## src/rtl/core/pbfis_pkg.sv

```systemverilog
// Shared types and constants for the per-binding free ID stack.
`timescale 1ns / 1ps
`default_nettype none
package pbfis_pkg;

  localparam int ID_W        = 10;
  localparam int BIND_W      = 5;
  localparam int COUNT_W     = 11;
  localparam int REG_SLOTS   = 4;
  localparam int REG_SLOT_W  = 2;
  localparam int CFG_IDX_W   = 3;
  localparam int CFG_DATA_W  = COUNT_W;

  localparam logic [CFG_IDX_W-1:0] CFG_BINDING_BASE = 3'd0;
  localparam logic [CFG_IDX_W-1:0] CFG_COUNT_BASE   = 3'd4;

  typedef enum logic [1:0] {
    REQ_POP     = 2'd0,
    REQ_PUSH    = 2'd1,
    REQ_REFILL  = 2'd2,
    REQ_RELEASE = 2'd3
  } req_type_e;

  typedef enum logic [1:0] {
    STATUS_OK        = 2'd0,
    STATUS_NOT_FOUND = 2'd1,
    STATUS_EMPTY     = 2'd2,
    STATUS_FULL      = 2'd3
  } status_e;

  typedef enum logic {
    ST_IDLE = 1'b0,
    ST_READ = 1'b1
  } ctrl_state_e;

  typedef struct packed {
    logic [BIND_W-1:0]  binding;
    logic [COUNT_W-1:0] count;
  } slot_cfg_t;

endpackage
`default_nettype wire

```

## src/rtl/core/pbfis_cfg_regs.sv

```systemverilog
// Configuration register file holding the binding number and ID count of each slot.
`timescale 1ns / 1ps
`default_nettype none
module pbfis_cfg_regs import pbfis_pkg::*; (
  input  wire logic                  clk_i,
  input  wire logic                  rst_ni,
  input  wire logic                  cfg_we_i,
  input  wire logic [CFG_IDX_W-1:0]  cfg_idx_i,
  input  wire logic [CFG_DATA_W-1:0] cfg_data_i,
  output slot_cfg_t                  slot_cfg_o [REG_SLOTS]
);

  slot_cfg_t slot_cfg_q [REG_SLOTS];
  logic [REG_SLOT_W-1:0] slot_sel;

  assign slot_sel = cfg_idx_i[REG_SLOT_W-1:0];

  always_ff @(posedge clk_i or negedge rst_ni) begin
    if (!rst_ni) begin
      for (int s = 0; s < REG_SLOTS; s++) begin
        slot_cfg_q[s].binding <= BIND_W'(s);
        slot_cfg_q[s].count   <= '0;
      end
    end else if (cfg_we_i) begin
      if (cfg_idx_i < CFG_COUNT_BASE) begin
        slot_cfg_q[slot_sel].binding <= cfg_data_i[BIND_W-1:0];
      end else begin
        slot_cfg_q[slot_sel].count <= cfg_data_i[COUNT_W-1:0];
      end
    end
  end

  assign slot_cfg_o = slot_cfg_q;

endmodule
`default_nettype wire

```

## config.mk

```make
export PLATFORM = sky130hd
export DESIGN_NAME = pbfis_cfg_regs
export DESIGN_NICKNAME = d
export VERILOG_FILES = /design/src/rtl/core/pbfis_pkg.sv /design/src/rtl/core/pbfis_cfg_regs.sv
export SDC_FILE = /design/constraint.sdc
export NUM_CORES = 1
export LEC_CHECK = 0
export ABC_AREA = 1
export BUFFER_PORTS_ARGS = -buffer_cell sky130_fd_sc_hd__buf_2
export CORE_ASPECT_RATIO = 0.6
export CORE_MARGIN = 2
export CORE_UTILIZATION = 50
export DETAILED_ROUTE_END_ITERATION = 16
export PLACE_DENSITY = 0.78
export SYNTH_ARGS = -nofsm -noshare
export SYNTH_HDL_FRONTEND = slang
export SYNTH_SLANG_ARGS = --single-unit
```

## constraint.sdc

```tcl
create_clock -name clk_i -period 1 [get_ports clk_i]
set_clock_uncertainty 0.05 [all_clocks]
set_input_delay 0.1 -clock clk_i [delete_from_list [all_inputs] [get_ports clk_i]]
set_output_delay 0.1 -clock clk_i [all_outputs]
set_load 0.01 [all_outputs]
```

# After elaboration in Yosys (flattened, before gate mapping)
# Cells that the tools add are included.
# Widths: inputs -> output; s select.
# totals
regBits	64
in_bits	17
output_inout_bits	64
word_cells	20
# op_classes
n_lt_le_gt_ge	3
n_mux	7
bitwise	1
n_reduce_logical	1
# op_table
operator	n
$bwmux 64	2
$demux 16 s2	2
$mux 64	1
$mux 16	1
$mux 11	1
$ge 3x3->1 const B	1
$lt 3x1->1 const B	1
$lt 3x3->1 const B	1
$not 2->3	1
$logic_and 1x1->1	1

# Logic depth before layout (Yosys ltp)
# Gate-level depths: netlist (run 1).
# depth
ltp_word	7
mapped_depth	6
ltp_nobuf	5

# Worst setup path after synthesis (run 1)
# Ideal clock, no wire load.
# synth_path
path_type	in2reg
start	input cfg_idx_i[1]
end	register slot_cfg_q, in the netlist slot_cfg_o[48]
setup_ns	0.117
t_arrival_ns	0.683
t_required_ns	0.833
slack_ns	0.150
cell_stages	5
path_buffers	1
path_cell_list	nor2_2 -> nand2_1 -> buf_2 -> nand2_1 -> nand2_1
# synth_via
elab_chain_cells	7
word_cells_on_any_way	11
cone_classes	order compare: 3; mux: 6; bitwise: 1; reduce/logical: 1
# synth_lines
item	line_no	text
start: declaration	pbfis_cfg_regs.sv:8	input wire logic [CFG_IDX_W-1:0] cfg_idx_i,
$not 2->3 (not written as such)	pbfis_cfg_regs.sv:26, pbfis_cfg_regs.sv:28	
$ge 3x3->1 (not written as such) or $lt 3x1->1 (tied branches)	pbfis_cfg_regs.sv:28	slot_cfg_q[slot_sel].count <= cfg_data_i[COUNT_W-1:0];
$logic_and 1x1->1 (not written as such)	pbfis_cfg_regs.sv:28	
$mux 11 (not written as such)	pbfis_cfg_regs.sv:28	
$demux 16 s2	pbfis_cfg_regs.sv:28	
$bwmux 64	pbfis_cfg_regs.sv:28	
$mux 64 *	pbfis_cfg_regs.sv:25	if (cfg_idx_i < CFG_COUNT_BASE) begin
end: declaration	pbfis_cfg_regs.sv:13	slot_cfg_t slot_cfg_q [REG_SLOTS];
# Every way passes the cells marked *; elsewhere a longest branch is shown, timed or not.
# A chain may end at the register's enable or synchronous reset.

# Worst setup path after layout (run 1)
# layout_path
start	register slot_cfg_q, in the netlist slot_cfg_o[43]
end	output slot_cfg_o[43] (netlist bit)
# layout_rtl
item	line_no	text
end: declaration	pbfis_cfg_regs.sv:10	output slot_cfg_t slot_cfg_o [REG_SLOTS]
# No word-level cell between the ends.

==> results.toml, run 1 <==
[status]
status = "finished, violations left"
violations = "setup timing"

[logic_synthesis]
synth_top_area_share_pct = 58.22
avgSynthCellArea_um2 = 8.653
synth_ff_type = "dfrtp_1"
syn_nets = 315
yosysMostFrequentCell = "nand2_1"
yosysTopAreaCell = "dfrtp_1"
ys_warn_count = 0
ys_async_sr_fraction_pct = 100.0
synth-seq-cells = 64
ys_types = 13
synth_common_cells = "nand2_1, dfrtp_1, nand3_1"
synth_area_um2 = 2579
synth-edff-count = 0
yosys-top-cells-area = "dfrtp_1, nand2_1, nand3_1"
syn_inst = 298
seq_area_frac_synth_pct = 62.30

[pwr]
finalPower_w = 0.007912
power.leakage_nw = 2.215
vdd_drop_max_mv = 1.358
powerDensity_nw_per_um2 = 2088

[global_route]
grt_pass1_vias = 2255
grt_pass1_wl_um = 11270
overflow = 0
grt_max_degree = 65
antenna_found_initial = 0
grtUsageTotal_pct = 26.23

[floorplan]
coreArea_um2 = 5005
dieHeight_um = 59.63
die-area_um2 = 5767
row_count = 20
start_util_pct = 51.52
die_x_um = 96.72
ios = 81

[worst_setup_path]
slowest_stage = "dfstp_2"
cp-end-kind = "primary output"
crit_buf_inv = 1
crit_path_start_kind = "register"
critPathTopFamily = "flip-flops"
critPathArrivalTime_ps = 990
path_cells = "buf_6"
max_stage_delay_ps = 540
path_max_fanout = 2
r2r_slack_ps = 40
crit_type = "register to primary output"
worstPathRequired_ps = 850

[placed_design]
hpwl_um = 4455
place_area_um2 = 3104
io_buffer_count = 80
dpl_worst_slack_ps = -97.84
place.gp.congestion = 0.8379

[detailed_routing]
drc = 0
wl_per_cell_um = 14.29
drt_iter0_drc = 152
ant_nets = 0
vias_per_cell = 4.860
firstDrtPassIters = 4
routed-via-count = 2493
routed_wl_um = 7330

[sta]
fmaxAchievable_ghz = 0.8748
period_minus_slack_ps = 1143
setup_violations = 64
final_max_slew_viol_count = 0
finalHoldViolations = 0
tightest_slew_ps = 364.2
maxSlewHeadroom_pct = 75.66
holdWs_ps = 28.83
min_period_over_period_pct = 114.3
setup_ws_ps = -143.1
rsz0062_at_grt = "true"

[hold_path]
hp-class = "input port to register"

[finish]
final_area_um2 = 3789
largest_reg_flops = 64
diodes = 0
layout.nets = 459
drive_gt1_share_pct = 36.47
seq_area_um2 = 1607
multi_input_area_um2 = 854.6
synthToLayoutAreaGrowth_pct = 46.92
final.fill_count = 384

[cts]
cts_root_buf = "clkbuf_8"
cts_buffers = 9
clk_pin_slew_ps = 70
htreeDepth = 3
cts_tree = "built"
cts_num_sinks = 64
insertion_delay_ps = 350
cts_max_path_buffers = 2

[run]
maxCapViolations = 0
kinds of logic (layout without fill, tap and decap cells):
logic type,Yosys count,count (layout),share of synthesized area (%)
buf+inv,21,170,4.561
flops,64,64,62.30
simple gates,213,213,33.14
report_power, final:
part | switching (W) | total (W) | internal, W
Sequential | 0.000288 | 0.00339 | 0.00310
Combinational | 0.00100 | 0.00207 | 0.00107
Clock | 0.000981 | 0.00245 | 0.00147
Total | 0.00227 | 0.00791 | 0.00564
cell usage in the layout, fill, tap and decap left out:
| cell | synthesis | routed |
|---|---|---|
| nor2_1 | 4 | 4 |
| clkbuf_8 | 0 | 10 |
| bufinv_16 | 0 | 2 |
| buf_6 | 2 | 8 |
| inv_2 | 2 | 2 |
| clkbuf_1 | 0 | 3 |
| buf_2 | 10 | 72 |
| nand2_2 | 1 | 1 |
| buf_12 | 0 | 2 |
| dlygate4sd3_1 | 0 | 9 |
| inv_1 | 4 | 4 |
| clkinv_2 | 0 | 1 |
| dfrtp_1 | 60 | 60 |
| nand2_1 | 178 | 178 |
| dfstp_2 | 4 | 4 |
| nor2_2 | 2 | 2 |
| buf_4 | 3 | 57 |
| nand3_1 | 26 | 26 |
| nor2_4 | 2 | 2 |
final timing paths:
path | from | endpoint | depth (start not counted)
max | slot_cfg_o[43] | slot_cfg_o[43] | 1
min | cfg_data_i[3] | slot_cfg_o[14] | 3
max reg2reg | slot_cfg_o[12] | slot_cfg_o[12] | 4
min reg2reg | slot_cfg_o[30] | slot_cfg_o[30] | 2
max in group asynchronous | rst_ni | slot_cfg_o[12] | 3
min in group asynchronous | rst_ni | slot_cfg_o[47] | 3
area by class of cell:
type / count / area share, %
well taps: 66 / 2.180
clock inverters: 3 / 1.717
flip-flops and latches: 64 / 42.40
multi-input cells: 213 / 22.56
repair buffers: 148 / 26.62
inverters: 6 / 0.5945
clock buffers: 13 / 3.930
worst min-delay path: stages:
cell     delay (ps)
buf_2           170
nand2_1          80
nand2_1          40
stage by stage:
step           TNS (ps)  util (%)  std cells
2_1_floorplan         0         -        298
3_3_place_gp     -218.9     62.03        444
3_5_place_dp     -931.6     62.03        444
4_1_cts           -2367     72.28        491
5_1_grt           -3556     75.70        513
6_report          -1941     75.70        513
metal layers:
metal | up-vias | global-route usage (%) | wire [µm]
met4 | 0 | 9.457 | 82
met3 | 10 | 8.844 | 624
met1 | 1185 | 36.96 | 3354
met5 | - | 0 | 0
li1 | 1198 | - | -
met2 | 100 | 38.59 | 3269
timing repair:
| action | CTS | global route |
|---|---|---|
| buffers inserted | 22 | 22 |
| hold endpoints to repair | 83 | 0 |
| pin swaps | 0 | 0 |
| resized for setup | 7 | 1 |
| endpoints found under the setup margin | 64 | 64 |
| cloned | 0 | 0 |
| hold buffers | 9 | 0 |
(Power assumes the default switching activity.)
==> inputs of run 2 (changes only) <==
--- a/config.mk
+++ b/config.mk
@@ -12,6 +12,7 @@
 export CORE_UTILIZATION = 50
 export DETAILED_ROUTE_END_ITERATION = 16
 export PLACE_DENSITY = 0.78
+export REMOVE_ABC_BUFFERS = 1
 export SYNTH_ARGS = -nofsm -noshare
 export SYNTH_HDL_FRONTEND = slang
 export SYNTH_SLANG_ARGS = --single-unit
==> run 2 against run 1 <==
Net effect:
- the flow still finishes with violations (setup timing)
- sequential power about the same
- cell count decreased by 0.58%
- clock-buffer cell count decreased by 4
- sequential cell count unchanged
- clock power increased by 9.0%
- utilization decreased by 0.22 points
- combinational power about the same
- critical path type unchanged
- largest cell class unchanged
- largest power group unchanged
==> results.toml, run 2 (synthesis gave the netlist of run 1 again) <==
[status]
status = "finished, violations left"
violations = "setup timing"

[placed_design]
hpwl_um = 4493
dp.cells = 446
place_area_um2 = 3119
place.gp.congestion = 0.7899
io_buffer_count = 80

[finish]
drive_gt1_share_pct = 37.16
finalNonFillerCells = 510
final_cell_mix = "nand2_1, buf_2, dfrtp_1"
largest_reg_flops = 64
final_common_cell = "nand2_1"
synthToLayoutAreaGrowth_pct = 46.48
final_area_um2 = 3777
utilization_pct = 75.48
diodes = 0
layout.nets = 456

[sta]
finalHoldViolations = 0
setup_ws_ps = -132.7
fmaxAchievable_ghz = 0.8828
tightest_slew_ps = 361.1
min_period_over_period_pct = 113.3
holdWs_ps = 21.38
maxSlewHeadroom_pct = 75.87
setup_violations = 42
final_max_slew_viol_count = 0
rsz0062_at_grt = "true"
period_minus_slack_ps = 1133

[detailed_routing]
routed-via-count = 2490
ant_nets = 0
vias_per_cell = 4.882
drc = 0
routed_wl_um = 7343
wl_per_cell_um = 14.40
drt_iter0_drc = 113
firstDrtPassIters = 4

[global_route]
grt_pass1_vias = 2227
grt_max_degree = 26
grt_pass1_wl_um = 10930
overflow = 0
antenna_found_initial = 0
grtUsageTotal_pct = 25.11

[floorplan]
row_count = 20
ios = 81
dieHeight_um = 59.63
coreArea_um2 = 5005
start_util_pct = 51.52
die_x_um = 96.72
die-area_um2 = 5767

[worst_setup_path]
cp-end-kind = "primary output"
path_cells = "buf_6"
regToRegEndpoint = "slot_cfg_o[51]"
crit_path_start_kind = "register"
slowest_stage = "dfstp_2"
r2r_slack_ps = 70
worstPathRequired_ps = 850
critPathTopFamily = "flip-flops"
crit_type = "register to primary output"
crit_buf_inv = 1
critPathArrivalTime_ps = 980
worstRegToRegCells = 4
path_max_fanout = 2
max_stage_delay_ps = 550
timing.rr.start = "slot_cfg_o[51]"

[pwr]
comb_power_share_pct = 25.2
powerDensity_nw_per_um2 = 2141
sw_frac_of_total_pct = 28.46
power.switching_w = 0.002302
vdd_drop_max_mv = 0.9652
p_int_w = 0.005787
p_clk_share_pct = 33.0
pwr-share-seq_pct = 41.8
power.leakage_nw = 2.207

[cts]
clk_pin_slew_ps = 70
cts_num_sinks = 64
insertion_delay_ps = 330
cts_buffers = 9
htreeDepth = 3
cts_tree = "built"
cts_max_path_buffers = 2
cts_root_buf = "clkbuf_8"

[hold_path]
holdPathStages = 3
hp-class = "input port to register"
hp-start = "cfg_data_i[0]"
hold-path-endpoint = "slot_cfg_o[11]"

[run]
maxCapViolations = 0
[run 2: worst max path at each step]
stage,slack (ps),endpoint,cells past startpoint,start
6_report,-130,slot_cfg_o[12],1,slot_cfg_o[12]
5_1_grt,-160,slot_cfg_o[12],1,slot_cfg_o[12]
4_1_cts,-140,slot_cfg_o[12],1,slot_cfg_o[12]
3_5_place_dp,-40,slot_cfg_o[55],6,cfg_idx_i[2]
3_3_place_gp,-8,slot_cfg_o[21],7,cfg_idx_i[1]
2_1_floorplan,-90,slot_cfg_o[48],4,cfg_idx_i[1]
[run 2: power groups by stage]
stage | combinational, W | sequential [W] | clock, W
after global routing | 0.00222 | 0.00343 | 0.00285
after global placement | 0.00143 | 0.00340 | 0
after detailed placement | 0.00148 | 0.00340 | 0
after floorplan | 0.000441 | 0.00362 | 0
final | 0.00204 | 0.00339 | 0.00267
after CTS | 0.00176 | 0.00337 | 0.00270
[run 2: through the flow]
step | TNS, ps | setup slack (ps) | total power (W)
floorplan | -977.9 | -88.17 | 0.004065
global placement | -48.86 | -7.808 | 0.004833
detailed placement | -525.9 | -39.01 | 0.004883
CTS | -1471 | -141.2 | 0.007831
global route | -2984 | -160.1 | 0.008495
finish | -1007 | -132.7 | 0.008089
[run 2: layer usage]
layer / GRT usage (%) / routed length (µm) / share of wire [%] / vias to the layer above
met3: 7.075 / 572 / 7.8 / 16
met2: 37.80 / 3355 / 46 / 108
met1: 36.26 / 3318 / 45 / 1175
li1: - / - / - / 1191
met4: 7.243 / 97 / 1.3 / 0
met5: 0 / 0 / 0 / -
[run 2: layout make-up]
type / count / area (µm²)
Clock buffer: 9 / 123.9
Clock inverter: 7 / 118.9
Fill cell: 372 / 1227
Inverter: 6 / 22.52
Multi-Input combinational cell: 213 / 854.6
Sequential cell: 64 / 1607
Tap cell: 66 / 82.58
Timing Repair Buffer: 145 / 968.4
[run 2: what timing repair did]
action	CTS	global route
hold buffers	7	0
endpoints found under the hold margin	78	0
endpoints found under the setup margin	62	64
buffers inserted	20	21
resized for setup	4	2
